--- src/hw/rtl/region_color_homogeneity_check_defines.svh ---
// Assertion macros shared by the region colour homogeneity check modules
`ifndef REGION_COLOR_HOMOGENEITY_CHECK_DEFINES_SVH
`define REGION_COLOR_HOMOGENEITY_CHECK_DEFINES_SVH

// same-cycle implication, disabled during reset
`define RCHC_ASSERT_SAME(label, ante, cons, msg) \
  label: assert property (@(posedge clk) disable iff (!rst_n) (ante) |-> (cons)) \
    else $error(msg);

// next-cycle implication, disabled during reset
`define RCHC_ASSERT_NEXT(label, ante, cons, msg) \
  label: assert property (@(posedge clk) disable iff (!rst_n) (ante) |=> (cons)) \
    else $error(msg);

`endif

--- src/hw/rtl/rchc_pkg.sv ---
// Types and constants of the region colour homogeneity check
package rchc_pkg;

  localparam int unsigned COMP_W  = 8;
  localparam int unsigned SQ_W    = 2 * COMP_W;
  localparam int unsigned SUM_W   = 18;
  localparam int unsigned MAG_W   = 9;
  localparam int unsigned DATA_W  = 32;
  localparam int unsigned ADDR_W  = 3;

  localparam logic [MAG_W-1:0] LOWEST_RESET = 9'd511;
  localparam logic [MAG_W-1:0] TOL_RESET    = 9'd16;
  localparam logic [MAG_W-1:0] MAG_MAX      = 9'd441;

  localparam logic [0:0] REG_TOLERANCE = 1'b0;

  localparam logic [1:0] CHAN_RED   = 2'd0;
  localparam logic [1:0] CHAN_GREEN = 2'd1;
  localparam logic [1:0] CHAN_BLUE  = 2'd2;

  localparam logic [3:0]       ROOT_LAST_STEP = 4'd8;
  localparam logic [SUM_W-1:0] ROOT_FIRST_BIT = 18'h10000;

  typedef enum logic [1:0] {
    ST_IDLE,
    ST_SQ,
    ST_ROOT,
    ST_UPD
  } state_t;

  typedef struct packed {
    logic             start;
    logic [SUM_W-1:0] radicand;
  } sqrt_req_t;

  typedef struct packed {
    logic             done;
    logic [MAG_W-1:0] root;
  } sqrt_rsp_t;

endpackage

--- src/hw/rtl/region_color_homogeneity_check.sv ---
// Top level: pixel magnitude, min/max tracking and region homogeneity result
// A pixel is accepted in the idle state, squared channel by channel on the shared
// 8x8 squarer, reduced by the bit-serial square root and then applied in the tracker
// update; no new pixel is accepted until the previous one has finished the update.
// Reset (synchronous, rst_n low): idle, no result pending, trackers at
// 511 and 0, tolerance 16.
`include "region_color_homogeneity_check_defines.svh"

module region_color_homogeneity_check import rchc_pkg::*; (
  input  logic              clk,
  input  logic              rst_n,
  input  logic              in_valid,
  output logic              in_ready,
  input  logic [COMP_W-1:0] in_red,
  input  logic [COMP_W-1:0] in_green,
  input  logic [COMP_W-1:0] in_blue,
  input  logic              in_last_pixel,
  output logic              out_valid,
  input  logic              out_ready,
  output logic              out_homogeneous,
  output logic [MAG_W-1:0]  out_spread,
  output logic [MAG_W-1:0]  out_min_magnitude,
  output logic [MAG_W-1:0]  out_max_magnitude,
  input  logic              cfg_psel,
  input  logic              cfg_penable,
  input  logic              cfg_pwrite,
  input  logic [ADDR_W-1:0] cfg_paddr,
  input  logic [DATA_W-1:0] cfg_pwdata,
  output logic [DATA_W-1:0] cfg_prdata,
  output logic              cfg_pready
);

  state_t           state_r, state_nxt;
  logic [1:0]       chan_r, chan_nxt;
  logic [COMP_W-1:0] red_r, green_r, blue_r;
  logic             last_r;
  logic [SUM_W-1:0] sum_r, sum_nxt;
  logic [MAG_W-1:0] mag_r;
  logic [MAG_W-1:0] lowest_r, lowest_nxt;
  logic [MAG_W-1:0] highest_r, highest_nxt;
  logic [MAG_W-1:0] tol_r, tol_nxt;
  logic             out_valid_r, out_valid_nxt;
  logic             out_homog_r;
  logic [MAG_W-1:0] out_spread_r, out_min_r, out_max_r;

  logic [COMP_W-1:0] comp;
  logic [SQ_W-1:0]   sq;
  logic [MAG_W-1:0]  lo_new, hi_new, spread_new;
  logic              out_free, out_load, trk_load, cfg_wr, cfg_hit;

  sqrt_req_t sqrt_req;
  sqrt_rsp_t sqrt_rsp;

  rchc_isqrt u_isqrt (
    .clk   (clk),
    .rst_n (rst_n),
    .req   (sqrt_req),
    .rsp   (sqrt_rsp)
  );

  // configuration port
  assign cfg_pready = 1'b1;
  assign cfg_hit    = (cfg_paddr[2:2] == REG_TOLERANCE);
  assign cfg_wr     = cfg_psel && cfg_penable && cfg_pwrite && cfg_hit;
  assign cfg_prdata = cfg_hit ? DATA_W'(tol_r) : '0;
  assign tol_nxt    = cfg_wr ? cfg_pwdata[MAG_W-1:0] : tol_r;

  // datapath
  always_comb begin
    case (chan_r)
      CHAN_RED:   comp = red_r;
      CHAN_GREEN: comp = green_r;
      default:    comp = blue_r;
    endcase
  end

  assign sq         = SQ_W'(comp) * SQ_W'(comp);
  assign sum_nxt    = sum_r + SUM_W'(sq);
  assign lo_new     = (mag_r < lowest_r)  ? mag_r : lowest_r;
  assign hi_new     = (mag_r > highest_r) ? mag_r : highest_r;
  assign spread_new = hi_new - lo_new;
  assign out_free   = !out_valid_r || out_ready;

  // next state
  always_comb begin
    state_nxt = state_r;
    case (state_r)
      ST_IDLE: if (in_valid) state_nxt = ST_SQ;
      ST_SQ:   if (chan_r == CHAN_BLUE) state_nxt = ST_ROOT;
      ST_ROOT: if (sqrt_rsp.done) state_nxt = ST_UPD;
      ST_UPD:  if (!last_r || out_free) state_nxt = ST_IDLE;
      default: state_nxt = ST_IDLE;
    endcase
  end

  // control outputs
  always_comb begin
    in_ready          = 1'b0;
    sqrt_req.start    = 1'b0;
    sqrt_req.radicand = sum_nxt;
    out_load          = 1'b0;
    trk_load          = 1'b0;
    chan_nxt          = chan_r;
    case (state_r)
      ST_IDLE: begin
        in_ready = 1'b1;
        chan_nxt = CHAN_RED;
      end
      ST_SQ: begin
        chan_nxt       = chan_r + 2'd1;
        sqrt_req.start = (chan_r == CHAN_BLUE);
      end
      ST_UPD: begin
        trk_load = !last_r || out_free;
        out_load = last_r && out_free;
      end
      default: begin
      end
    endcase
  end

  always_comb begin
    lowest_nxt  = lowest_r;
    highest_nxt = highest_r;
    if (trk_load) begin
      if (last_r) begin
        lowest_nxt  = LOWEST_RESET;
        highest_nxt = '0;
      end else begin
        lowest_nxt  = lo_new;
        highest_nxt = hi_new;
      end
    end
  end

  always_comb begin
    out_valid_nxt = out_valid_r;
    if (out_valid_r && out_ready) out_valid_nxt = 1'b0;
    if (out_load)                 out_valid_nxt = 1'b1;
  end

  always_ff @(posedge clk) begin
    if (!rst_n) begin
      state_r     <= ST_IDLE;
      chan_r      <= CHAN_RED;
      lowest_r    <= LOWEST_RESET;
      highest_r   <= '0;
      tol_r       <= TOL_RESET;
      out_valid_r <= 1'b0;
    end else begin
      state_r     <= state_nxt;
      chan_r      <= chan_nxt;
      lowest_r    <= lowest_nxt;
      highest_r   <= highest_nxt;
      tol_r       <= tol_nxt;
      out_valid_r <= out_valid_nxt;
    end
  end

  always_ff @(posedge clk) begin
    if (in_valid && in_ready) begin
      red_r   <= in_red;
      green_r <= in_green;
      blue_r  <= in_blue;
      last_r  <= in_last_pixel;
      sum_r   <= '0;
    end else if (state_r == ST_SQ) begin
      sum_r <= sum_nxt;
    end
    if (state_r == ST_ROOT && sqrt_rsp.done) begin
      mag_r <= sqrt_rsp.root;
    end
    if (out_load) begin
      out_homog_r  <= (spread_new < tol_r);
      out_spread_r <= spread_new;
      out_min_r    <= lo_new;
      out_max_r    <= hi_new;
    end
  end

  assign out_valid         = out_valid_r;
  assign out_homogeneous   = out_homog_r;
  assign out_spread        = out_spread_r;
  assign out_min_magnitude = out_min_r;
  assign out_max_magnitude = out_max_r;

  `RCHC_ASSERT_SAME(a_out_order, out_valid_r, out_min_r <= out_max_r, "min above max")
  `RCHC_ASSERT_SAME(a_out_spread, out_valid_r, out_spread_r == out_max_r - out_min_r,
                    "spread mismatch")
  `RCHC_ASSERT_SAME(a_root_state, sqrt_rsp.done, state_r == ST_ROOT, "root done out of turn")
  `RCHC_ASSERT_NEXT(a_accept_sq, in_valid && in_ready, state_r == ST_SQ && chan_r == CHAN_RED,
                    "accepted request not squared")

endmodule

--- src/hw/rtl/rchc_isqrt.sv ---
// Bit-serial integer square root of an 18-bit sum, one root bit per cycle
`include "region_color_homogeneity_check_defines.svh"

module rchc_isqrt import rchc_pkg::*; (
  input  logic      clk,
  input  logic      rst_n,
  input  sqrt_req_t req,
  output sqrt_rsp_t rsp
);

  logic             busy_r, busy_nxt;
  logic             done_r, done_nxt;
  logic [3:0]       cnt_r, cnt_nxt;
  logic [SUM_W-1:0] v_r, v_nxt;
  logic [SUM_W-1:0] root_r, root_nxt;
  logic [SUM_W-1:0] bit_r, bit_nxt;
  logic [SUM_W-1:0] trial;

  assign trial = root_r + bit_r;

  always_comb begin
    busy_nxt = busy_r;
    done_nxt = 1'b0;
    cnt_nxt  = cnt_r;
    v_nxt    = v_r;
    root_nxt = root_r;
    bit_nxt  = bit_r;
    if (req.start) begin
      busy_nxt = 1'b1;
      cnt_nxt  = '0;
      v_nxt    = req.radicand;
      root_nxt = '0;
      bit_nxt  = ROOT_FIRST_BIT;
    end else if (busy_r) begin
      if (v_r >= trial) begin
        v_nxt    = v_r - trial;
        root_nxt = (root_r >> 1) + bit_r;
      end else begin
        root_nxt = root_r >> 1;
      end
      bit_nxt = bit_r >> 2;
      cnt_nxt = cnt_r + 4'd1;
      if (cnt_r == ROOT_LAST_STEP) begin
        busy_nxt = 1'b0;
        done_nxt = 1'b1;
      end
    end
  end

  always_ff @(posedge clk) begin
    if (!rst_n) begin
      busy_r <= 1'b0;
      done_r <= 1'b0;
      cnt_r  <= '0;
    end else begin
      busy_r <= busy_nxt;
      done_r <= done_nxt;
      cnt_r  <= cnt_nxt;
    end
  end

  always_ff @(posedge clk) begin
    v_r    <= v_nxt;
    root_r <= root_nxt;
    bit_r  <= bit_nxt;
  end

  assign rsp.done = done_r;
  assign rsp.root = root_r[MAG_W-1:0];

  `RCHC_ASSERT_SAME(a_start_idle, req.start, !busy_r && !done_r, "root started while busy")
  `RCHC_ASSERT_SAME(a_root_range, done_r, root_r <= SUM_W'(MAG_MAX), "root out of range")
  `RCHC_ASSERT_SAME(a_root_exact, done_r, (SUM_W+1)'(v_r) <= ((SUM_W+1)'(root_r) << 1),
                    "remainder exceeds twice the root")

endmodule

--- config.mk ---
export PLATFORM = sky130hd
export DESIGN_NAME = region_color_homogeneity_check
export DESIGN_NICKNAME = d
export VERILOG_FILES = /design/src/hw/rtl/rchc_pkg.sv /design/src/hw/rtl/region_color_homogeneity_check.sv /design/src/hw/rtl/rchc_isqrt.sv
export VERILOG_INCLUDE_DIRS = /design/src /design/src/hw/rtl
export SDC_FILE = /design/constraint.sdc
export NUM_CORES = 1
export LEC_CHECK = 0
export ABC_AREA = 1
export BUFFER_PORTS_ARGS = -buffer_cell sky130_fd_sc_hd__buf_2
export CORE_UTILIZATION = 50
export CTS_BUF_LIST = sky130_fd_sc_hd__clkbuf_4 sky130_fd_sc_hd__clkbuf_8 sky130_fd_sc_hd__clkbuf_16
export DETAILED_ROUTE_END_ITERATION = 10
export HOLD_SLACK_MARGIN = 0.08
export PLACE_DENSITY = 0.83
export SKIP_CTS_REPAIR_TIMING = 1
export SYNTH_ARGS = -nofsm -noshare
export SYNTH_HDL_FRONTEND = slang
export SYNTH_HIERARCHICAL = 1
export SYNTH_SLANG_ARGS = --single-unit
--- constraint.sdc ---
create_clock -name clk -period 5.35 [get_ports clk]
set_input_delay 1.07 -clock clk [delete_from_list [all_inputs] [get_ports clk]]
set_output_delay 1.07 -clock clk [all_outputs]
set_load 0.01 [all_outputs]
==> flow_metrics.py <==
metrics = {
    "yosys": {
        "synth_top_area_share_pct": 19.4,
        "ys_seq_area_share_pct": 32.8,
        "yosysTopAreaCell": "edfxtp_1",
        "synth_flop_cell": "dfxtp_1",
        "yosys.area_share.simple_pct": 22.4,
        "async_flop_share_pct": 0,
        "yosys-top-cells-area": "edfxtp_1 (19%), dfxtp_1 (13%), ha_1 (12%)",
        "synth-seq-cells": 163,
        "yosysWarningCount": 6,
        "synth.avg_cell_area_um2": 7.78,
        "yosysUniqueCellTypes": 55,
        "post_synth_fa_ha_maj_area_fraction_pct": 18.5,
        "syn_area_um2": 12400,
        "syn_inst": 1595,
        "synth-xor-area-share_pct": 3.60,
        "synth_edf_count": 80,
        "synth.area.mux_share_pct": 0.0807,
        "synth_top_family_by_area": "simple AND/OR/NAND/NOR gates",
        "synth_compound_area_share_pct": 10.5,
    },
    "min_path": {
        "hp-class": "reg2reg",
    },
    "global_routing": {
        "gr-total-overflow": 0,
        "antenna_found_initial": 0,
        "grt_pass1_wl_um": 47200,
        "grt_pass1_vias": 10200,
        "grt_start_max_net_pins": 46,
        "track_usage_pct": 22.7,
    },
    "clock_network": {
        "cts_inserted_buffers": 17,
        "cts_sinks": 163,
        "cts-root-buf": "clkbuf_16",
        "clk_pin_slew_ns": 0.06,
        "cts_tree": "built",
        "cts.path.max_buffers": 2,
        "clk_latency_ns": 0.43,
        "htree_levels": 4,
    },
    "finish": {
        "drive_gt1_share_pct": 13.0,
        "antenna_cells": 0,
        "postLayoutCoreUtil_pct": 56.9,
        "nets": 1905,
        "n_fill_cell": 2078,
        "layout_commonest_cell": "nand2_1",
        "syn2layout_area_growth_pct": 11.7,
        "mostFrequentLayoutCells": "nand2_1 (373), inv_1 (271), ha_1 (113)",
        "multiInputGateArea_um2": 7070,
        "ff_latch_area_um2": 4070,
    },
    "critical_path": {
        "cp-start-kind": "register",
        "endpoint_kind": "register",
        "cp.arrival_ns": 5.33,
        "crit_type": "reg2reg",
        "worstPathRequired_ns": 5.53,
        "cp_max_fo": 5,
    },
    "drt": {
        "drtIter0Drc": 926,
        "detail-route-antenna-nets": 0,
        "via_per_inst": 5.30,
        "wirelength_um": 28900,
        "route.detailed.drc": 0,
        "drt_pre_antenna_iters": 7,
        "vias": 10700,
        "wl_per_cell_um": 14.3,
    },
    "place": {
        "port_buffers": 80,
        "globalplace.congestion": 0.937,
        "hpwl_um": 21300,
    },
    "timing": {
        "slew_violations": 0,
        "maxSlewHeadroom_pct": 17.8,
        "skew_ns": 0.00901,
        "fin_tns_setup_ns": 0,
        "min_period_ns": 5.15,
        "finalCritPeriodShare_pct": 96.2,
        "worst-slew-pin-transition_ns": 1.23,
        "max_freq_mhz": 194,
        "setup_viol": 0,
        "hold_violations": 0,
    },
    "die": {
        "start_util_pct": 51.0,
        "std_cell_rows": 57,
        "coreArea_um2": 24300,
        "dieHeight_um": 159,
        "die_area_um2": 25400,
        "die_w_um": 159,
        "io_pins": 130,
    },
    "outcome": {
        "outcome": "finished, final reports clean",
    },
    "job": {
        "cap_viol_max_count": 0,
    },
}
-- flip-flops by register name, summed over array words and instances, names as in the netlist, 2 cells and up --
register and cells:
blue_r 8, chan_r 2, green_r 8, highest_r 9, lowest_r 9, mag_r 9
out_max_magnitude 9, out_min_magnitude 9, out_spread 9, red_r 8, state_r 2, sum_r 18
tol_r 9, u_isqrt/bit_r 9, u_isqrt/cnt_r 4, u_isqrt/root_r 18, u_isqrt/v_r 18
-- worst paths after layout --
| path | start | cells after the start | endpoint | slack [ns] |
|---|---|---|---|---|
| max | chan_r[0] | 25 | u_isqrt/v_r[15] | 0.20 |
| min | u_isqrt/root_r[0] | 0 | mag_r[0] | 0.47 |
| max reg2reg | chan_r[0] | 25 | u_isqrt/v_r[15] | 0.20 |
| min reg2reg | u_isqrt/root_r[0] | 0 | mag_r[0] | 0.47 |
-- per-stage QoR --
| step | instances | area [um^2] | worst slack (ns) | hold WS [ns] |
|---|---|---|---|---|
| final | 2016 | 13800 | 0.204 | 0.474 |
| after global routing | 2016 | 13800 | -0.0921 | 0.485 |
| after CTS | 2014 | 13700 | -0.102 | 0.475 |
| after detailed placement | 1982 | 13100 | -0.00676 | 0.463 |
| after global placement | 1982 | 13100 | 0.131 | 0.445 |
| after floorplan | 1617 | 12500 | 0.358 | 0.445 |
-- cell type report --
type | count | share of cell area [%]
well taps | 324 | 2.93
repair buffers | 113 | 4.71
clock inverters | 11 | 1.02
multi-input cells | 1106 | 51.1
inverters | 278 | 7.54
clock buffers | 21 | 3.38
flip-flops and latches | 163 | 29.4
-- cells in the mapped netlist, types with 3 or more instances --
cell,number
clkbuf_1,20
a21o_1,7
o31ai_1,3
nand2_4,4
a31oi_1,4
nand4_1,26
nand2_1,376
o211ai_1,3
fa_1,40
nor2_1,106
a22o_1,3
nand3_2,5
xor2_1,31
a211oi_1,3
xnor2_1,20
o21ai_0,72
nand2_2,16
edfxtp_1,80
inv_1,274
nor4_1,3
o21ai_2,4
dfxtp_1,83
nand3b_1,8
a21oi_1,98
buf_2,7
buf_4,37
o21ai_1,10
nand3_1,68
ha_1,119
nor2_2,3
nor2_4,3
o22ai_1,10
a21boi_0,3
nor3_1,14
clkinv_1,3
o21bai_1,3
-- cells by family after synthesis --
| kind of cell | count (synthesis) |
|---|---|
| muxes | 1 |
| xor gates and xnor gates | 51 |
| adders and majority gates | 159 |
| DFF | 163 |
| buffers and inverters | 348 |
| and+or+nand+nor | 639 |
| other | 2 |
| AOI/OAI and AO/OA | 232 |
-- worst max-delay path, stage by stage (launching register included) --
cell,delay [ns]
dfxtp_2,0.35
inv_1,0.08
ha_4,0.19
buf_4,0.16
buf_4,0.14
a22o_1,0.20
a21oi_2,0.13
inv_2,0.08
nand2_1,0.12
fa_1,0.42
inv_1,0.09
fa_1,0.43
fa_1,0.49
inv_1,0.06
fa_1,0.53
inv_1,0.06
ha_4,0.28
buf_4,0.13
nand2_1,0.07
o21ai_2,0.27
a21o_1,0.24
nand2_1,0.11
nand3_1,0.08
nand2_1,0.08
nand2_1,0.07
nand2_1,0.06
-- layer usage --
metal	up-vias	GRT usage, %	wire, um
met5	-	0	0
li1	5249	-	-
met4	0	8.17	758
met2	428	40.5	14200
met1	4946	27.7	12100
met3	59	3.05	1790
Power is left out: the tool's default activity adds up to more than one toggle a clock period on the data nets, which glitch-free logic cannot reach.
